--- src/sv/rpnfx_pkg.sv ---
package rpnfx_pkg;

  // Defaults for the top-level parameters
  localparam int STACK_DEPTH_DEF     = 256;
  localparam int FRACTION_DIGITS_DEF = 3;

  // Fixed field widths
  localparam int VALUE_W = 32;
  localparam int REQ_W   = 3;
  localparam int DEPTH_W = 9;
  localparam int PROD_W  = 64;

  // Request codes on the input port
  localparam logic [REQ_W-1:0] REQ_PUSH  = 3'd0;
  localparam logic [REQ_W-1:0] REQ_ADD   = 3'd1;
  localparam logic [REQ_W-1:0] REQ_SUB   = 3'd2;
  localparam logic [REQ_W-1:0] REQ_MUL   = 3'd3;
  localparam logic [REQ_W-1:0] REQ_DIV   = 3'd4;
  localparam logic [REQ_W-1:0] REQ_CLEAR = 3'd5;

  // Classified command kinds passed from front to back
  typedef enum logic [2:0] {
    CMD_NOP,
    CMD_CLEAR,
    CMD_PUSH,
    CMD_ADD,
    CMD_SUB,
    CMD_MUL,
    CMD_DIV
  } cmd_kind_t;

  typedef struct packed {
    cmd_kind_t                   kind;
    logic                        carry;
    logic signed [VALUE_W-1:0]   number;
  } cmd_t;

  // Divider request and response
  typedef struct packed {
    logic                        start;
    logic signed [PROD_W-1:0]    dividend;
    logic signed [VALUE_W-1:0]   divisor;
  } div_req_t;

  typedef struct packed {
    logic                        done;
    logic signed [VALUE_W-1:0]   quotient;
  } div_rsp_t;

  // Decimal scale factor 10^n, evaluated at elaboration
  function automatic int pow10(input int n);
    int s;
    s = 1;
    for (int i = 0; i < n; i++) begin
      s = s * 10;
    end
    return s;
  endfunction

endpackage

--- src/sv/rpnfx_div.sv ---
module rpnfx_div (
  input  logic                clk,
  input  logic                rst,
  input  rpnfx_pkg::div_req_t req,
  output rpnfx_pkg::div_rsp_t rsp
);
  import rpnfx_pkg::*;

  localparam int STEP_W = $clog2(PROD_W);

  logic                 busy;
  logic                 done;
  logic [STEP_W-1:0]    step;
  logic [VALUE_W-1:0]   rem;
  logic [PROD_W-1:0]    quo;
  logic [VALUE_W-1:0]   dvs;
  logic                 neg;
  logic [VALUE_W:0]     trial;
  logic [VALUE_W:0]     diff;
  logic                 fits;

  // One restoring step: shift in the next dividend bit and try to subtract
  assign trial = {rem, quo[PROD_W-1]};
  assign diff  = trial - {1'b0, dvs};
  assign fits  = (trial >= {1'b0, dvs});

  always_ff @(posedge clk) begin
    if (rst) begin
      busy <= 1'b0;
      done <= 1'b0;
    end else begin
      // Flag completion on the edge that takes the last step
      done <= busy && (step == '0);
      if (busy) begin
        rem <= fits ? diff[VALUE_W-1:0] : trial[VALUE_W-1:0];
        quo <= {quo[PROD_W-2:0], fits};
        if (step == '0) begin
          busy <= 1'b0;
        end else begin
          step <= step - 1'b1;
        end
      end else if (req.start) begin
        // Load magnitudes; the quotient sign is applied on the way out
        busy <= 1'b1;
        step <= STEP_W'(PROD_W - 1);
        rem  <= '0;
        quo  <= req.dividend[PROD_W-1] ? PROD_W'(-req.dividend) : PROD_W'(req.dividend);
        dvs  <= req.divisor[VALUE_W-1] ? VALUE_W'(-req.divisor) : VALUE_W'(req.divisor);
        neg  <= req.dividend[PROD_W-1] ^ req.divisor[VALUE_W-1];
      end
    end
  end

  // Truncate toward zero: negate the magnitude quotient, keep the low word
  assign rsp.done     = done;
  assign rsp.quotient = neg ? VALUE_W'(-quo[VALUE_W-1:0]) : quo[VALUE_W-1:0];

endmodule

--- config.mk ---
export PLATFORM = sky130hd
export DESIGN_NAME = rpnfx_div
export DESIGN_NICKNAME = d
export VERILOG_FILES = /design/src/sv/rpnfx_pkg.sv /design/src/sv/rpnfx_div.sv
export SDC_FILE = /design/constraint.sdc
export NUM_CORES = 1
export LEC_CHECK = 0
export BUFFER_PORTS_ARGS = -buffer_cell sky130_fd_sc_hd__clkbuf_2
export CORE_ASPECT_RATIO = 1.2
export CORE_UTILIZATION = 30
export CTS_BUF_LIST = sky130_fd_sc_hd__clkbuf_8
export DETAILED_ROUTE_END_ITERATION = 8
export SLEW_MARGIN = 20
export SYNTH_ARGS = -nofsm -noshare
export SYNTH_HDL_FRONTEND = slang
export SYNTH_SLANG_ARGS = --single-unit
--- constraint.sdc ---
create_clock -name clk -period 8.9 [get_ports clk]
set_input_delay 2.67 -clock clk [delete_from_list [all_inputs] [get_ports clk]]
set_output_delay 2.67 -clock clk [all_outputs]
set_load 0.02 [all_outputs]
==> metrics, run 1 <==
Die Wd=169 um; Nets=1320; CTS Buf Count=17; Pwr Density=152 nW/um^2; register bit total from synthesis=137; run status=finished clean; cell mode on critical path=or3_1; GRT Resource Usage Total=0.159; unrepaired setup endpoints after global routing=false; Hold Path Class=reg2reg; hpwl dp=20200 um; IO buf count=131; Final period util=0.707; global-route wire length before repair=43200 um; Worst Tran Pin Value=1.00 ns; first-pass detailed-route iteration total=6; asr flop ratio synth=0; final WL=26600 um; reg-to-reg slack, setup=4.85 ns; worst-skew pair later-pin latency=0.46 ns; diodes inserted=0; sequential fraction of the synthesis area=0.406; vias in the first global route=8251; crit path cell chain=nor4_1 -> nand3_1 -> or3_1 -> or3_1 -> or4_4 -> o31ai_1 -> xnor2_1 -> clkbuf_2; Synth area leader=edfxtp_1; area grow syn2layout=14.2%; leakage=4.39 nW; slowest CP cell=nor4_1; core region area=33100 sq um; syn nets=1213; slowest stage delay, CP=0.49 ns; CTS Buffer Depth=2; DRC marker count from the first detailed-route iteration=481; CP Data Arrival Time=3.62 ns; overflow left after global routing=0; DRC Markers=0; clk root buf=clkbuf_8; Final Power=0.00175 W; Resized Gates After CTS=0; starting density of the core=0.305; Synth top area share=0.402; final setup vio count=0; gp weighted congestion=0.853; Critical Path Source Type=flop; synthesized area=10100 sq um; Fin. Hold Viols=0; Worst Path Max Fanout=5; crit path kind=reg2out; Post-DP Area=11200 sq um; H-Tree Depth=4; endpoint type of the worst setup path=output pin; top cells by area, synth=edfxtp_1 40%, xnor2_1 8.2%, o21ai_0 5.6%, xor2_1 5.1%, nand2_1 5.0%; Setup Buffers After CTS=0; max_slew headroom=0.330; Synth Instances=1077; Max-cap violations=0; CP required=6.23 ns; WL per Instance=16.2 um; Crit path max-delay family=simple AND/OR/NAND/NOR gates; I/O pins=132; Setup TNS=0 ns; Routed Antenna Nets=0; number of synthesized flops with an enable pin=135; Reg clk slew, reported paths=0.08 ns; synth unique cells=68; share of cells above drive strength 1=0.167; clock skew=0.0150 ns; maximum VDD drop=0.0716 mV; # rows=73; vias=8336; clk sinks=137; Die Y=203 um; synth warn=0; Fmax=0.159 GHz; largest net degree at the start of global routing=95; Main synth FF type=edfxtp_1; initial antenna violation count=0; most frequent cells after synthesis=135 x edfxtp_1, 135 x nand2_1, 112 x o21ai_0; DR vias/cell=5.06; die area=34300 sq um; syn avg cell area=9.36 sq um; Design Area, Final=11500 sq um; fillers=3450; minimum clock period after layout=6.29 ns; CTS tree=done; number of buffers added to fix hold violations after cts=0; Buf/Inv on CP=1; max-slew violations=0
[worst paths after layout]
| path | startpoint | to | cells after the start |
|---|---|---|---|
| min reg2reg | quo[61]$_DFFE_PP_ | quo[62]$_DFFE_PP_ | 2 |
| min | quo[61]$_DFFE_PP_ | quo[62]$_DFFE_PP_ | 2 |
| max reg2reg | rem[11]$_SDFFCE_PN0P_ | rem[28]$_SDFFCE_PN0P_ | 10 |
| max | quo[6]$_DFFE_PP_ | rsp[31] | 8 |
[cells in the final DEF (no fill, tap or decap), types with 14 or more instances in the layout]
cell and count:
or3_1 24, o31ai_1 42, or4_1 14, nand2_1 135
nor2_1 53, a21oi_1 37, nand3_1 28, nor3_1 27
o21ai_0 112, mux2i_1 25, xor2_1 59, a21o_1 16
ha_1 36, inv_1 60, edfxtp_1 135, xnor2_1 94
clkbuf_2 131, nand4_1 14, clkbuf_8 17
[metrics by stage]
step	hold slack (ns)	std cells	setup slack, ns	utilization
3_3_place_gp	0.507	1615	3.14	0.337
5_1_grt	0.566	1646	2.35	0.348
2_1_floorplan	0.496	1077	1.62	-
6_report	0.530	1646	2.61	0.348
3_5_place_dp	0.518	1615	3.08	0.337
4_1_cts	0.536	1646	2.56	0.348
[final cells by class]
class                      instances  area [sq um]  share of cell area
tap                              450           563              0.0489
clock inverter                    14           116              0.0101
inverter                          58           218              0.0189
clock buffer                      17           234              0.0203
timing repair buffer             138           708              0.0615
sequential                       137          4100               0.356
multi-input combinational        832          5570               0.484
[kinds of logic (layout without fill, tap and decap cells)]
logic type / after synthesis / after routing / share of synthesized area
xor gates and xnor gates: 153 / 153 / 0.133
and+or+nand+nor: 353 / 353 / 0.178
muxes: 32 / 32 / 0.0326
buffers and inverters: 108 / 227 / 0.0438
AOI/OAI and AO/OA: 257 / 257 / 0.160
DFF: 137 / 137 / 0.406
adders and majority gates: 37 / 37 / 0.0467
[tightest hold or removal path, cell delays in order (launching register included)]
cell and delay, ns:
edfxtp_1 0.33, nand2_1 0.04, o21ai_0 0.06
[sequential cells by signal, summed over array words and instances, names as in the netlist]
register	cells
done	1
rem	32
dvs	32
neg	1
step	6
quo	64
busy	1
[report_power, final]
group / switching [W] / internal [W] / total (W) / leakage [nW]
logic: 0.000276 / 0.000186 / 0.000462 / 2.91
clock network: 0.000243 / 0.000238 / 0.000481 / 0.181
registers: 0.0000341 / 0.000774 / 0.000809 / 1.30
[metal layers]
metal  vias up  global-route usage  part of all wire
met1      3965               0.184              0.41
met2       208               0.288              0.52
li1       4128                   -                 -
met4         0              0.0608             0.023
met5         -                   0                 0
met3        35              0.0310             0.047
Power figures use the tool's default switching activity.
==> inputs of run 2 (changes only) <==
--- a/config.mk
+++ b/config.mk
@@ -5,6 +5,7 @@
 export SDC_FILE = /design/constraint.sdc
 export NUM_CORES = 1
 export LEC_CHECK = 0
+export ABC_AREA = 1
 export BUFFER_PORTS_ARGS = -buffer_cell sky130_fd_sc_hd__clkbuf_2
 export CORE_ASPECT_RATIO = 1.2
 export CORE_UTILIZATION = 30
==> constraint.sdc (replaced) <==
create_clock -name clk -period 6.2 [get_ports clk]
set_input_delay 1.86 -clock clk [delete_from_list [all_inputs] [get_ports clk]]
set_output_delay 1.86 -clock clk [all_outputs]
set_load 0.02 [all_outputs]
==> run 2 against run 1 <==
Net effect: highest routed layer unchanged; critical path depth down 2; clock power grew 62%; cell count rose by 58%; register-to-register slack worse by 1.8 ns; total power is 55% higher; count of clock-buffer cells in the layout did not move; clock skew grew 0.0020 ns; core utilization decreased by 0.38 points; worst hold slack lost 0.017 ns; largest cell class unchanged; via count is 49% higher; synthesized area grew 25%; critical path type unchanged.
==> metrics, run 2 <==
WHS=0.513 ns (-0.0171 ns); Post-DP Area=13700 sq um (+23%); Design Area, Final=14100 sq um (+23%); max_slew headroom=0.302 (-0.0284); CTS tree=done; DRC Markers=0 (unchanged); WL per Instance=15.5 um (-4.3%); IO buf count=131 (unchanged); Fmax=0.217 GHz; final setup vio count=0 (unchanged); Die Wd=189 um (+12%); largest net degree at the start of global routing=67 (-29%); top cells by area, synth=edfxtp_1 32%, nand2_1 18%, inv_1 9.4%, nor2_1 8.3%, nand3_1 5.1%; most frequent cells after synthesis=614 x nand2_1, 314 x inv_1, 278 x nor2_1; worst-skew pair later-pin latency=0.48 ns (+0.02 ns); final WL=40300 um (+51%); CTS Buffer Depth=2 (unchanged); starting density of the core=0.306 (+0.00122); Worst Path Max Fanout=28 (+23); global-route wire length before repair=63900 um (+48%); clk root buf=clkbuf_8; Max-cap violations=0 (unchanged); Largest register FFs=64 (unchanged); I/O pins=132 (unchanged); top-count cell post-synth=nand2_1; Synth Instances=1935 (+80%); H-Tree Depth=4 (unchanged); DRC marker count from the first detailed-route iteration=862 (+79%); Reg with most FFs=quo; Hold Path Class=reg2reg; crit path kind=reg2out; synth unique cells=46 (-32%); register bit total from synthesis=137 (unchanged); Setup Buffers After CTS=0 (unchanged); leakage=6.81 nW (+55%); CTS Buf Count=17 (unchanged); max-slew violations=0 (unchanged); vias in the first global route=12400 (+51%); die area=42700 sq um (+24%); unrepaired setup endpoints after global routing=false; Nets=2184 (+65%); maximum VDD drop=0.120 mV (+67%); share of cells above drive strength 1=0.126 (-0.0415); Die Y=226 um (+12%); syn nets=2071 (+71%); DR vias/cell=4.79 (-5.4%); overflow left after global routing=0 (unchanged); Setup TNS=0 ns (unchanged); CP Data Arrival Time=2.74 ns (-0.88 ns); synthesized area=12600 sq um (+25%); synth warn=0 (unchanged); endpoint type of the worst setup path=output pin; Worst Tran Pin Value=1.05 ns (+0.0415 ns); Main synth FF type=edfxtp_1; first-pass detailed-route iteration total=6 (unchanged); Synth area leader=edfxtp_1; number of buffers added to fix hold violations after cts=0 (unchanged); minimum clock period after layout=4.60 ns; CP required=4.34 ns (-1.89 ns); initial antenna violation count=0 (unchanged); number of synthesized flops with an enable pin=135 (unchanged); GRT Resource Usage Total=0.192 (+0.0326); Pwr Density=192 nW/um^2 (+26%); most frequent cells in the layout=614 x nand2_1, 314 x inv_1, 277 x nor2_1, 135 x edfxtp_1, 131 x clkbuf_2; Final period util=0.742; Critical Path Source Type=flop; gp weighted congestion=0.972 (+14%); core region area=41000 sq um (+24%); asr flop ratio synth=0 (unchanged); vias=12500 (+49%); # rows=81 (+11%); Synth top area share=0.323 (-0.0795); syn avg cell area=6.49 sq um (-31%); Resized Gates After CTS=0 (unchanged); clk sinks=137 (unchanged); Reg clk slew, reported paths=0.08 ns (about the same); area grow syn2layout=12.4%; Routed Antenna Nets=0 (unchanged); diodes inserted=0 (unchanged); most common cell after layout, fill and taps aside=nand2_1; run status=finished clean; hpwl dp=32100 um (+59%); sequential fraction of the synthesis area=0.326 (-0.0803); Fin. Hold Viols=0 (unchanged); Largest regs=quo: 64 flops, dvs: 32 flops, rem: 32 flops; clock skew=0.0170 ns (+0.00204 ns)
[run 2: changes by cell type after synthesis, sizes merged, moves of 17 or more]
cell,previous run,this run
o31ai,45,4
clkbuf,39,22
inv,58,319
o21ai,116,78
nor2,54,304
or3,28,0
or4,20,0
xnor2,94,8
nand2,135,630
nand3,28,155
mux2i,25,0
[run 2: final timing paths]
check                   startpoint                     to  slack [ns]  cells after the start
min          step[5]$_SDFFCE_PN1P_        done$_SDFF_PP0_        0.51                      1
min reg2reg  step[5]$_SDFFCE_PN1P_        done$_SDFF_PP0_        0.51                      1
max                  neg$_DFFE_PP_                rsp[22]        1.60                      6
max reg2reg  rem[18]$_SDFFCE_PN0P_  rem[22]$_SDFFCE_PN0P_        3.03                     13
[run 2: power by group]
| group | total (W) | switching, W | internal, W | leakage, nW |
|---|---|---|---|---|
| Sequential | 0.00115 | 0.0000421 | 0.00110 | 1.30 |
| Clock | 0.000781 | 0.000390 | 0.000391 | 0.200 |
| Combinational | 0.000791 | 0.000539 | 0.000252 | 5.32 |
[run 2: through the flow]
step | setup slack [ns] | total power (W) | util | std cells
global route | 1.34 | 0.00288 | 0.344 | 2599
detailed placement | 2.10 | 0.00196 | 0.335 | 2568
finish | 1.60 | 0.00272 | 0.344 | 2599
global placement | 2.15 | 0.00195 | 0.335 | 2568
floorplan | 1.35 | 0.00171 | - | 1935
CTS | 1.56 | 0.00274 | 0.344 | 2599
[run 2: final cells by class]
cell class,count,area [sq um]
Multi-Input combinational cell,1433,7040
Tap cell,539,674
Fill cell,4493,26900
Timing Repair Buffer,137,713
Sequential cell,137,4100
Inverter,322,1210
Clock buffer,17,234
Clock inverter,14,159
[run 2: logic make-up after synthesis]
group                    after synthesis  synth area share
flip-flops                           137             0.326
AO/OA/AOI/OAI                        148            0.0654
AND/OR/NAND/NOR                     1176             0.406
XOR/XNOR                              72            0.0502
adder cells (fa/ha/maj)               37            0.0374
buffers and inverters                365             0.115
[run 2: critical path: stages, from the launching register on]
cell      delay [ns]
edfxtp_1        0.94
clkinv_1        0.55
nor2_1          0.28
inv_1           0.08
nand2_1         0.09
xor2_1          0.14
clkbuf_2        0.18
[run 2: per-layer routing]
layer  vias up  part of all wire  GRT usage
met3        92             0.041     0.0208
met1      5670              0.40      0.214
met2       383              0.51      0.359
met4         0             0.044     0.0952
li1       6310                 -          -
met5         -                 0          0
