**src/sv/rpnfx_pkg.sv**
```systemverilog
package rpnfx_pkg;

  // Defaults for the top-level parameters
  localparam int STACK_DEPTH_DEF     = 256;
  localparam int FRACTION_DIGITS_DEF = 3;

  // Fixed field widths
  localparam int VALUE_W = 32;
  localparam int REQ_W   = 3;
  localparam int DEPTH_W = 9;
  localparam int PROD_W  = 64;

  // Request codes on the input port
  localparam logic [REQ_W-1:0] REQ_PUSH  = 3'd0;
  localparam logic [REQ_W-1:0] REQ_ADD   = 3'd1;
  localparam logic [REQ_W-1:0] REQ_SUB   = 3'd2;
  localparam logic [REQ_W-1:0] REQ_MUL   = 3'd3;
  localparam logic [REQ_W-1:0] REQ_DIV   = 3'd4;
  localparam logic [REQ_W-1:0] REQ_CLEAR = 3'd5;

  // Classified command kinds passed from front to back
  typedef enum logic [2:0] {
    CMD_NOP,
    CMD_CLEAR,
    CMD_PUSH,
    CMD_ADD,
    CMD_SUB,
    CMD_MUL,
    CMD_DIV
  } cmd_kind_t;

  typedef struct packed {
    cmd_kind_t                   kind;
    logic                        carry;
    logic signed [VALUE_W-1:0]   number;
  } cmd_t;

  // Divider request and response
  typedef struct packed {
    logic                        start;
    logic signed [PROD_W-1:0]    dividend;
    logic signed [VALUE_W-1:0]   divisor;
  } div_req_t;

  typedef struct packed {
    logic                        done;
    logic signed [VALUE_W-1:0]   quotient;
  } div_rsp_t;

  // Decimal scale factor 10^n, evaluated at elaboration
  function automatic int pow10(input int n);
    int s;
    s = 1;
    for (int i = 0; i < n; i++) begin
      s = s * 10;
    end
    return s;
  endfunction

endpackage

```
**src/sv/rpnfx_front.sv**
```systemverilog
module rpnfx_front (
  input  logic                                  clk,
  input  logic                                  rst,
  input  logic                                  push,
  output logic                                  full,
  input  logic [rpnfx_pkg::REQ_W-1:0]           req_type,
  input  logic                                  carries_number,
  input  logic signed [rpnfx_pkg::VALUE_W-1:0]  number,
  output rpnfx_pkg::cmd_t                       cmd,
  output logic                                  cmd_valid,
  input  logic                                  cmd_pop
);
  import rpnfx_pkg::*;

  cmd_t       decoded;
  cmd_t       slots [2];
  logic       wr_ptr;
  logic       rd_ptr;
  logic [1:0] count;
  logic       take_in;
  logic       take_out;

  // Classify the incoming item
  always_comb begin
    decoded.carry  = carries_number;
    decoded.number = number;
    case (req_type)
      REQ_PUSH:  decoded.kind = carries_number ? CMD_PUSH : CMD_NOP;
      REQ_ADD:   decoded.kind = CMD_ADD;
      REQ_SUB:   decoded.kind = CMD_SUB;
      REQ_MUL:   decoded.kind = CMD_MUL;
      REQ_DIV:   decoded.kind = CMD_DIV;
      REQ_CLEAR: decoded.kind = CMD_CLEAR;
      default:   decoded.kind = CMD_NOP;
    endcase
  end

  assign full      = (count == 2'd2);
  assign cmd_valid = (count != 2'd0);
  assign cmd       = slots[rd_ptr];
  assign take_in   = push && !full;
  assign take_out  = cmd_pop && cmd_valid;

  // Store classified commands
  always_ff @(posedge clk) begin
    if (take_in) begin
      slots[wr_ptr] <= decoded;
    end
  end

  // Advance queue pointers and fill count
  always_ff @(posedge clk) begin
    if (rst) begin
      wr_ptr <= 1'b0;
      rd_ptr <= 1'b0;
      count  <= 2'd0;
    end else begin
      if (take_in) begin
        wr_ptr <= ~wr_ptr;
      end
      if (take_out) begin
        rd_ptr <= ~rd_ptr;
      end
      case ({take_in, take_out})
        2'b10:   count <= count + 2'd1;
        2'b01:   count <= count - 2'd1;
        default: count <= count;
      endcase
    end
  end

endmodule

```
**config.mk**
```make
export PLATFORM = sky130hd
export DESIGN_NAME = rpnfx_front
export DESIGN_NICKNAME = d
export VERILOG_FILES = /design/src/sv/rpnfx_pkg.sv /design/src/sv/rpnfx_front.sv
export SDC_FILE = /design/constraint.sdc
export NUM_CORES = 1
export LEC_CHECK = 0
export BUFFER_PORTS_ARGS = -buffer_cell sky130_fd_sc_hd__buf_2
export CAP_MARGIN = 15
export CELL_PAD_IN_SITES_DETAIL_PLACEMENT = 0
export CELL_PAD_IN_SITES_GLOBAL_PLACEMENT = 1
export CORE_AREA = 2 2 89 91
export CTS_CLUSTER_DIAMETER = 80
export DETAILED_ROUTE_END_ITERATION = 6
export DIE_AREA = 0 0 91 93
export PLACE_DENSITY_LB_ADDON = 0.08
export SLEW_MARGIN = 10
export SYNTH_ARGS = -nofsm -noshare
export SYNTH_HDL_FRONTEND = slang
export SYNTH_SLANG_ARGS = --single-unit
```
**constraint.sdc**
```tcl
create_clock -name clk -period 2 [get_ports clk]
set_input_delay 0.1 -clock clk [delete_from_list [all_inputs] [get_ports clk]]
set_output_delay 0.1 -clock clk [all_outputs]
set_load 0.02 [all_outputs]
```
==> results of run 1 <==
==> worst max path at each step <==
stage               cells after the start  startpoint  slack [ns]      endpoint
global route                            5    count[0]        0.14   slots[0][4]
floorplan                               2    count[0]        0.13   slots[1][0]
finish                                  5    count[0]        0.23  slots[0][15]
global placement                        5    count[0]        0.30  slots[0][19]
detailed placement                      5    count[0]        0.24  slots[0][20]
CTS                                     5    count[0]        0.21  slots[0][15]
==> layer usage <==
metal | GRT usage [%] | part of all wire (%) | vias up
met4 | 6.94 | 1.9 | 0
li1 | - | - | 798
met1 | 13.7 | 38 | 819
met2 | 22.9 | 55 | 47
met5 | 0 | 0 | -
met3 | 3.30 | 4.9 | 8
==> logic make-up (layout without fill, tap and decap cells) <==
group | Yosys count | after routing | share of synthesized area [%]
DFF | 77 | 77 | 79.4
muxes | 37 | 37 | 14.6
and+or+nand+nor | 11 | 11 | 2.02
AOI/OAI and AO/OA | 7 | 7 | 1.49
buffers and inverters | 7 | 133 | 1.10
xor gates and xnor gates | 3 | 3 | 0.922
adders and majority gates | 1 | 1 | 0.439
==> per-stage QoR <==
| step | std cells | worst slack, ns | utilization (%) |
|---|---|---|---|
| CTS | 371 | 0.213 | 52.6 |
| global route | 371 | 0.143 | 52.6 |
| finish | 371 | 0.227 | 52.6 |
| global placement | 321 | 0.303 | 45.3 |
| detailed placement | 321 | 0.235 | 45.3 |
| floorplan | 143 | 0.135 | - |
==> cells in the final DEF, fill, tap and decap left out, types with 2 or more instances in the layout <==
cell type      instances
clkinv_1               2
mux2_1                15
a21oi_1                2
xnor2_1                2
buf_2                 77
mux2_2                22
or3_1                  2
edfxtp_1              72
buf_12                 3
nor2_1                 4
dlygate4sd3_1         34
dfxtp_1                4
clkbuf_8               9
bufinv_16              2
clkinv_4               2
o21ai_0                2
==> power breakdown <==
group / internal [mW] / switching [mW] / leakage [nW]
Sequential: 2.04 / 0.0959 / 0.716
Combinational: 0.627 / 0.841 / 0.681
Clock: 0.696 / 0.527 / 0.108
Total: 3.36 / 1.46 / 1.50
==> layout make-up <==
cell class	instances	area, um2	share of cell area, %
Clock buffer	9	124	3.13
Inverter	3	15.0	0.379
Sequential cell	77	2260	57.1
Multi-Input combinational cell	59	557	14.1
Timing Repair Buffer	114	786	19.8
Clock inverter	7	90.1	2.27
Tap cell	102	128	3.22
==> worst register-to-register path: cells and delay by family (launching register included) <==
kind                   cells  cell delay [ns]
DFF                        1             0.43
and+or+nand+nor            2             0.54
buffers and inverters      3             0.50
==> state kept, by name (all words and copies together) (netlist names), named ones only <==
| name | cells |
|---|---|
| slots | 72 |
| count | 2 |
| rd_ptr | 1 |
| wr_ptr | 1 |
==> results.yml, run 1 <==
detailed_routing:
  post_drt_via_cell_ratio: 4.51
  route.detailed.drc: 0
  routed_wire_length_per_instance_um: 14.2
  detail_route.first_pass.iterations: 6
  drtIter0Drc: 74
  detailroute.via_count: 1672
  antenna_left: 0
  routed_wl_um: 5280
sta:
  setup-tns-final_ns: 0
  finalSetupViolations: 0
  timing.clock.skew_ns: 0.00552
  achievable-frequency_mhz: 564
  finalWorstPathRequiredPeriod_ns: 1.77
  timing_worst_slew_pin_value_ns: 0.329
  hold_viol_final: 0
  finalMaxSlewViolations: 0
  post-route-period-util_pct: 88.6
  timing.hold.ws_ns: 0.109
  maxSlewHeadroom_pct: 77.9
  rsz0062_at_grt: "false"
min_path:
  hold-path-endpoint: "slots[1][34]"
  worst_hold_path_type: "primary input to flip-flop"
  worstHoldStart: "req_type[1]"
  hold_depth: 2
synth:
  synthesized_cell_area_mm2: 0.00285
  postSynthAreaPerCell_um2: 19.9
  fraction_of_registers_with_async_set_or_reset_after_synthesis_pct: 0
  yosysSeqAreaShare_pct: 79.4
  ys_warn_count: 0
  yosysUniqueCellTypes: 22
  yosysMostFrequentCell: "edfxtp_1"
  synth_edf_count: 72
  synth_top_area_share_pct: 75.9
  post_synth_main_area_contributors: "edfxtp_1 (76%), mux2_2 (8.7%), mux2_1 (5.9%)"
  synth.net_count: 184
  yosys.area.top_type: "edfxtp_1"
  synthCells: 143
  netlist_top_cells_count: "edfxtp_1 (72), mux2_2 (22), mux2_1 (15)"
  ys_seq_elements: 77
  synth_ff_type: "edfxtp_1"
clock_tree:
  clk_transition_reported_paths_ns: 0.07
  clock_tree.buffer_depth: 2
  clkLatencyLatePin_ns: 0.34
  ctsHtreeMaxLevel: 3
  root_buffer: "clkbuf_8"
  cts.repair.resized: 0
  tritoncts.num_buffers: 9
  cts_num_sinks: 77
  tritoncts: "done"
  postCtsSetupRepairBufs: 0
  post_cts_hold_buffer_count: 34
outcome:
  run_status: "complete, no violations"
pwr:
  total_power_mw: 4.83
  leakage_nw: 1.50
  vdd_ir_drop_max_mv: 0.687
  powerDensity_mw_per_mm2: 1220
placement:
  dp.final_hpwl_um: 3450
  place.port_buffers: 77
  dpl_cell_area_mm2: 0.00341
  place.gp.congestion: 0.659
critical_path:
  regToRegEndpoint: "slots[0][15]"
  path_max_fanout: 28
  worstPathRequired_ns: 2.03
  element_type_at_the_critical_path_start: "flip-flop"
  worstSetupEndpointType: "flip-flop"
  critical-path-top-delay-family: "simple AND/OR/NAND/NOR gates"
  critPathKind: "flip-flop to flip-flop"
  critical_path_arrival_ns: 1.81
  worst_path_max_delay_cell: "dfxtp_1"
  cp_cell_sequence: "nand2b_2 > inv_2 > or3_1 > clkinvlp_4 > buf_12"
  worstReg2RegStart: "count[0]"
  max_stage_delay_ns: 0.43
  timing.reg2reg.setup_slack_ns: 0.23
  timing.reg2reg.worst_path_depth: 5
  crit_buf_inv: 3
global_routing:
  gr-usage-all-layers_pct: 12.7
  grt_start_max_net_pins: 31
  via_count_of_the_first_global_routing_pass: 1754
  remaining_global_route_overflow: 0
  grt_first_pass_wirelength_um: 8090
  initial_antenna_violation_count: 0
die:
  start_util_pct: 37.8
  die-width_um: 91
  fp.dieH_um: 93
  io_pins: 78
  core_mm2: 0.00753
  floorplan.die_area_mm2: 0.00846
  rows: 32
finish:
  syn_to_final_growth_pct: 39.1
  final_cell_area_mm2: 0.00396
  antennaDiodeCount: 0
  post_route_cells_drive_above_1_share_pct: 45.4
  fillCellCount: 669
  design.final.nets: 305
job:
  drv.max_cap_violation_count: 0
Note: power is estimated with default switching activity, not from simulation.
==> run 2: changes to the inputs <==
--- a/constraint.sdc
+++ b/constraint.sdc
@@ -3,2 +3,2 @@
 set_output_delay 0.1 -clock clk [all_outputs]
-set_load 0.02 [all_outputs]
+set_load 0.1 [all_outputs]
==> results.yml, run 2 (synthesis gave the netlist of run 1 again) <==
clock_tree:
  post_cts_hold_buffer_count: 34
  root_buffer: "clkbuf_8"
  cts.repair.resized: 0
  clock_tree.buffer_depth: 2
  postCtsSetupRepairBufs: 0
  tritoncts: "done"
  tritoncts.num_buffers: 9
  clkLatencyLatePin_ns: 0.33
  cts_num_sinks: 77
  ctsHtreeMaxLevel: 3
  clk_transition_reported_paths_ns: 0.07
sta:
  timing.clock.skew_ns: 0.00564
  setup-tns-final_ns: 0
  achievable-frequency_mhz: 583
  finalSetupViolations: 0
  finalMaxSlewViolations: 0
  rsz0062_at_grt: "false"
  timing_worst_slew_pin_value_ns: 0.500
  maxSlewHeadroom_pct: 66.9
  post-route-period-util_pct: 85.8
  hold_viol_final: 0
  finalWorstPathRequiredPeriod_ns: 1.72
finish:
  design.final.nets: 307
  antennaDiodeCount: 0
  syn_to_final_growth_pct: 49.5
  layout_common_cells: "edfxtp_1 (72), buf_2 (56), dlygate4sd3_1 (34)"
  largest_registers: "slots: 72 flops, count: 2 flops"
  mostFrequentLayoutCell: "edfxtp_1"
  fillCellCount: 648
  largest_register: "slots"
  post_route_cells_drive_above_1_share_pct: 45.2
  final_cell_area_mm2: 0.00426
  largest_register_ff_count: 72
placement:
  dpl_cell_area_mm2: 0.00372
  dp.final_hpwl_um: 3570
  place.port_buffers: 77
  place.gp.congestion: 0.722
die:
  die-width_um: 91
  io_pins: 78
  floorplan.die_area_mm2: 0.00846
  core_mm2: 0.00753
  fp.dieH_um: 93
  start_util_pct: 37.8
  rows: 32
detailed_routing:
  post_drt_via_cell_ratio: 4.45
  route.detailed.drc: 0
  antenna_left: 0
  routed_wire_length_per_instance_um: 14.7
  drtIter0Drc: 63
  routed_wl_um: 5460
  detailroute.via_count: 1657
  detail_route.first_pass.iterations: 4
critical_path:
  element_type_at_the_critical_path_start: "flip-flop"
  worstPathRequired_ns: 2.00
  worstSetupEndpointType: "flip-flop"
  critPathKind: "flip-flop to flip-flop"
  critical_path_arrival_ns: 1.72
  path_max_fanout: 21
global_routing:
  initial_antenna_violation_count: 0
  grt_first_pass_wirelength_um: 8470
  via_count_of_the_first_global_routing_pass: 1814
  grt_start_max_net_pins: 37
  gr-usage-all-layers_pct: 13.3
  remaining_global_route_overflow: 0
outcome:
  run_status: "complete, no violations"
job:
  drv.max_cap_violation_count: 0
min_path:
  worst_hold_path_type: "primary input to flip-flop"
-- run 2: changes by cell type in the layout (fill, tap and decap cells not counted), sizes merged --
cell      change
clkinv        -2
clkinvlp      +1
buf           +2
-- run 2: per-stage QoR --
stage	hold WS, ns	setup WS [ns]	util (%)	instances
global route	0.114	0.215	56.6	372
detailed placement	0.291	0.296	49.4	323
CTS	0.0990	0.260	56.6	372
floorplan	0.169	0.110	-	143
global placement	0.290	0.341	49.4	323
finish	0.123	0.284	56.6	372
-- run 2: layout make-up --
class | instances | area, um2 | share of cell area [%]
clock buffers | 9 | 124 | 2.91
inverters | 3 | 17.5 | 0.411
clock inverters | 6 | 78.8 | 1.85
well taps | 102 | 128 | 3.00
flip-flops and latches | 77 | 2260 | 53.1
multi-input cells | 59 | 557 | 13.1
repair buffers | 116 | 1090 | 25.6
-- run 2: final timing paths --
| path | start | to | slack (ns) | cells after the start |
|---|---|---|---|---|
| max | count[0] | slots[0][12] | 0.28 | 5 |
| min | req_type[1] | slots[0][34] | 0.12 | 2 |
| max reg2reg | count[0] | slots[0][12] | 0.28 | 5 |
| min reg2reg | wr_ptr | wr_ptr | 0.50 | 2 |
-- run 2: routing by layer --
layer	up-vias	GRT usage, %	part of all wire (%)
met3	7	3.95	5.2
li1	796	-	-
met2	43	24.4	53
met5	-	0	0
met4	0	6.44	1.2
met1	811	13.9	40
-- run 2: critical path, cell delays in order (launching register included) --
cell and delay [ns]:
dfxtp_1 0.41, nand2b_2 0.19, inv_4 0.04, or3_1 0.36, clkinvlp_4 0.09, buf_4 0.28
Power of run 2 is not shown: default switching activity piles up to over one toggle a cycle in this logic, so the estimate is an artifact.
==> run 3: changes to the inputs <==
CORE_AREA = 2 2 101 103   (was 2 2 89 91)
CTS_BUF_LIST = sky130_fd_sc_hd__clkbuf_4   (was unset)
CTS_CLUSTER_DIAMETER = 150   (was 80)
DIE_AREA = 0 0 103 105   (was 0 0 91 93)
==> results.yml, run 3 (synthesis gave the netlist of run 1 again) <==
finish:
  syn_to_final_growth_pct: 49.7
  mostFrequentLayoutCell: "edfxtp_1"
  final_core_utilization_pct: 44.2
  largest_register_ff_count: 72
  post_route_cells_drive_above_1_share_pct: 46.7
  layout_common_cells: "edfxtp_1 (72), buf_2 (56), dlygate4sd3_1 (35)"
  largest_register: "slots"
  largest_registers: "slots: 72 flops, count: 2 flops"
  design.final.nets: 310
  antennaDiodeCount: 0
global_routing:
  initial_antenna_violation_count: 0
  gr-usage-all-layers_pct: 11.1
  grt_start_max_net_pins: 24
  via_count_of_the_first_global_routing_pass: 1851
  grt_first_pass_wirelength_um: 9020
  remaining_global_route_overflow: 0
critical_path:
  max_stage_delay_ns: 0.43
  worstSetupEndpointType: "flip-flop"
  element_type_at_the_critical_path_start: "flip-flop"
  worstPathRequired_ns: 2.12
  critical_path_arrival_ns: 1.96
  critical_path_cell_count: 5
  critPathKind: "flip-flop to flip-flop"
  timing.reg2reg.worst_path_depth: 5
  critical-path-top-delay-family: "buffers and inverters"
  path_max_fanout: 13
  worst_path_max_delay_cell: "dfxtp_1"
  cp_cell_sequence: "nand2b_2 > inv_4 > or3_1 > clkinvlp_4 > buf_4"
  crit_buf_inv: 3
detailed_routing:
  antenna_left: 0
  route.detailed.drc: 0
  detail_route.first_pass.iterations: 4
  detailroute.via_count: 1677
  post_drt_via_cell_ratio: 4.12
  routed_wire_length_per_instance_um: 14.1
  drtIter0Drc: 35
  routed_wl_um: 5720
placement:
  place.port_buffers: 77
  place.gp.congestion: 0.692
  dp.final_hpwl_um: 4020
  placement.setup.worst_slack_ns: 0.146
sta:
  timing.hold.ws_ns: 0.0503
  hold_viol_final: 0
  timing.clock.skew_ns: 0.0110
  rsz0062_at_grt: "false"
  finalMaxSlewViolations: 0
  setup-tns-final_ns: 0
  post-route-worst-setup-slack_ns: 0.160
  timing_worst_slew_pin_value_ns: 0.493
  post-route-period-util_pct: 92.0
  finalWorstPathRequiredPeriod_ns: 1.84
  achievable-frequency_mhz: 543
  maxSlewHeadroom_pct: 67.3
  finalSetupViolations: 0
clock_tree:
  cts_num_sinks: 77
  tritoncts.num_buffers: 9
  tritoncts: "done"
  clock_tree.buffer_depth: 2
  postCtsSetupRepairBufs: 0
  clkLatencyLatePin_ns: 0.40
  root_buffer: "clkbuf_4"
  clk_transition_reported_paths_ns: 0.12
  ctsHtreeMaxLevel: 3
die:
  start_util_pct: 29.6
  core_mm2: 0.00964
  floorplan.die_area_mm2: 0.0108
  io_pins: 78
  rows: 36
  fp.dieH_um: 105
  die-width_um: 103
outcome:
  run_status: "complete, no violations"
min_path:
  hold_depth: 2
  worst_hold_path_type: "primary input to flip-flop"
job:
  drv.max_cap_violation_count: 0
[run 3: path summary, 6_finish.rpt]
path               start      endpoint  slack [ns]
max reg2reg     count[0]  slots[0][35]        0.16
min reg2reg       wr_ptr        wr_ptr        0.51
min          req_type[0]  slots[0][34]        0.05
max             count[0]  slots[0][35]        0.16
[run 3: worst reg2reg max path, delay by kind of cell, from the launching register on]
kind,cells,cell delay [ns]
simple gates,2,0.56
buf+inv,3,0.57
flops,1,0.43
[run 3: stage by stage]
step                      instances  cell area [um2]
after global placement          356             3770
after CTS                       407             4270
after floorplan                 143             2860
after global routing            407             4270
final                           407             4270
after detailed placement        356             3770
[run 3: what timing repair did]
item	4_1_cts	5_1_grt
resized for setup	0	0
endpoints found under the setup margin	0	0
hold buffers	35	0
hold endpoints to repair	73	0
[run 3: cell type report]
class	count	area (um2)
Fill cell	911	5370
Clock inverter	6	70.1
Inverter	3	17.5
Tap cell	133	166
Clock buffer	10	75.1
Sequential cell	77	2260
Timing Repair Buffer	119	1120
Multi-Input combinational cell	59	557
[run 3: per-layer routing]
layer	track usage, %	up-vias	wire, um
li1	-	809	-
met1	12.0	805	2220
met2	19.9	54	3090
met3	3.28	9	309
met4	4.79	0	99
met5	0	-	0
Power of run 3 is left out for the same reason.
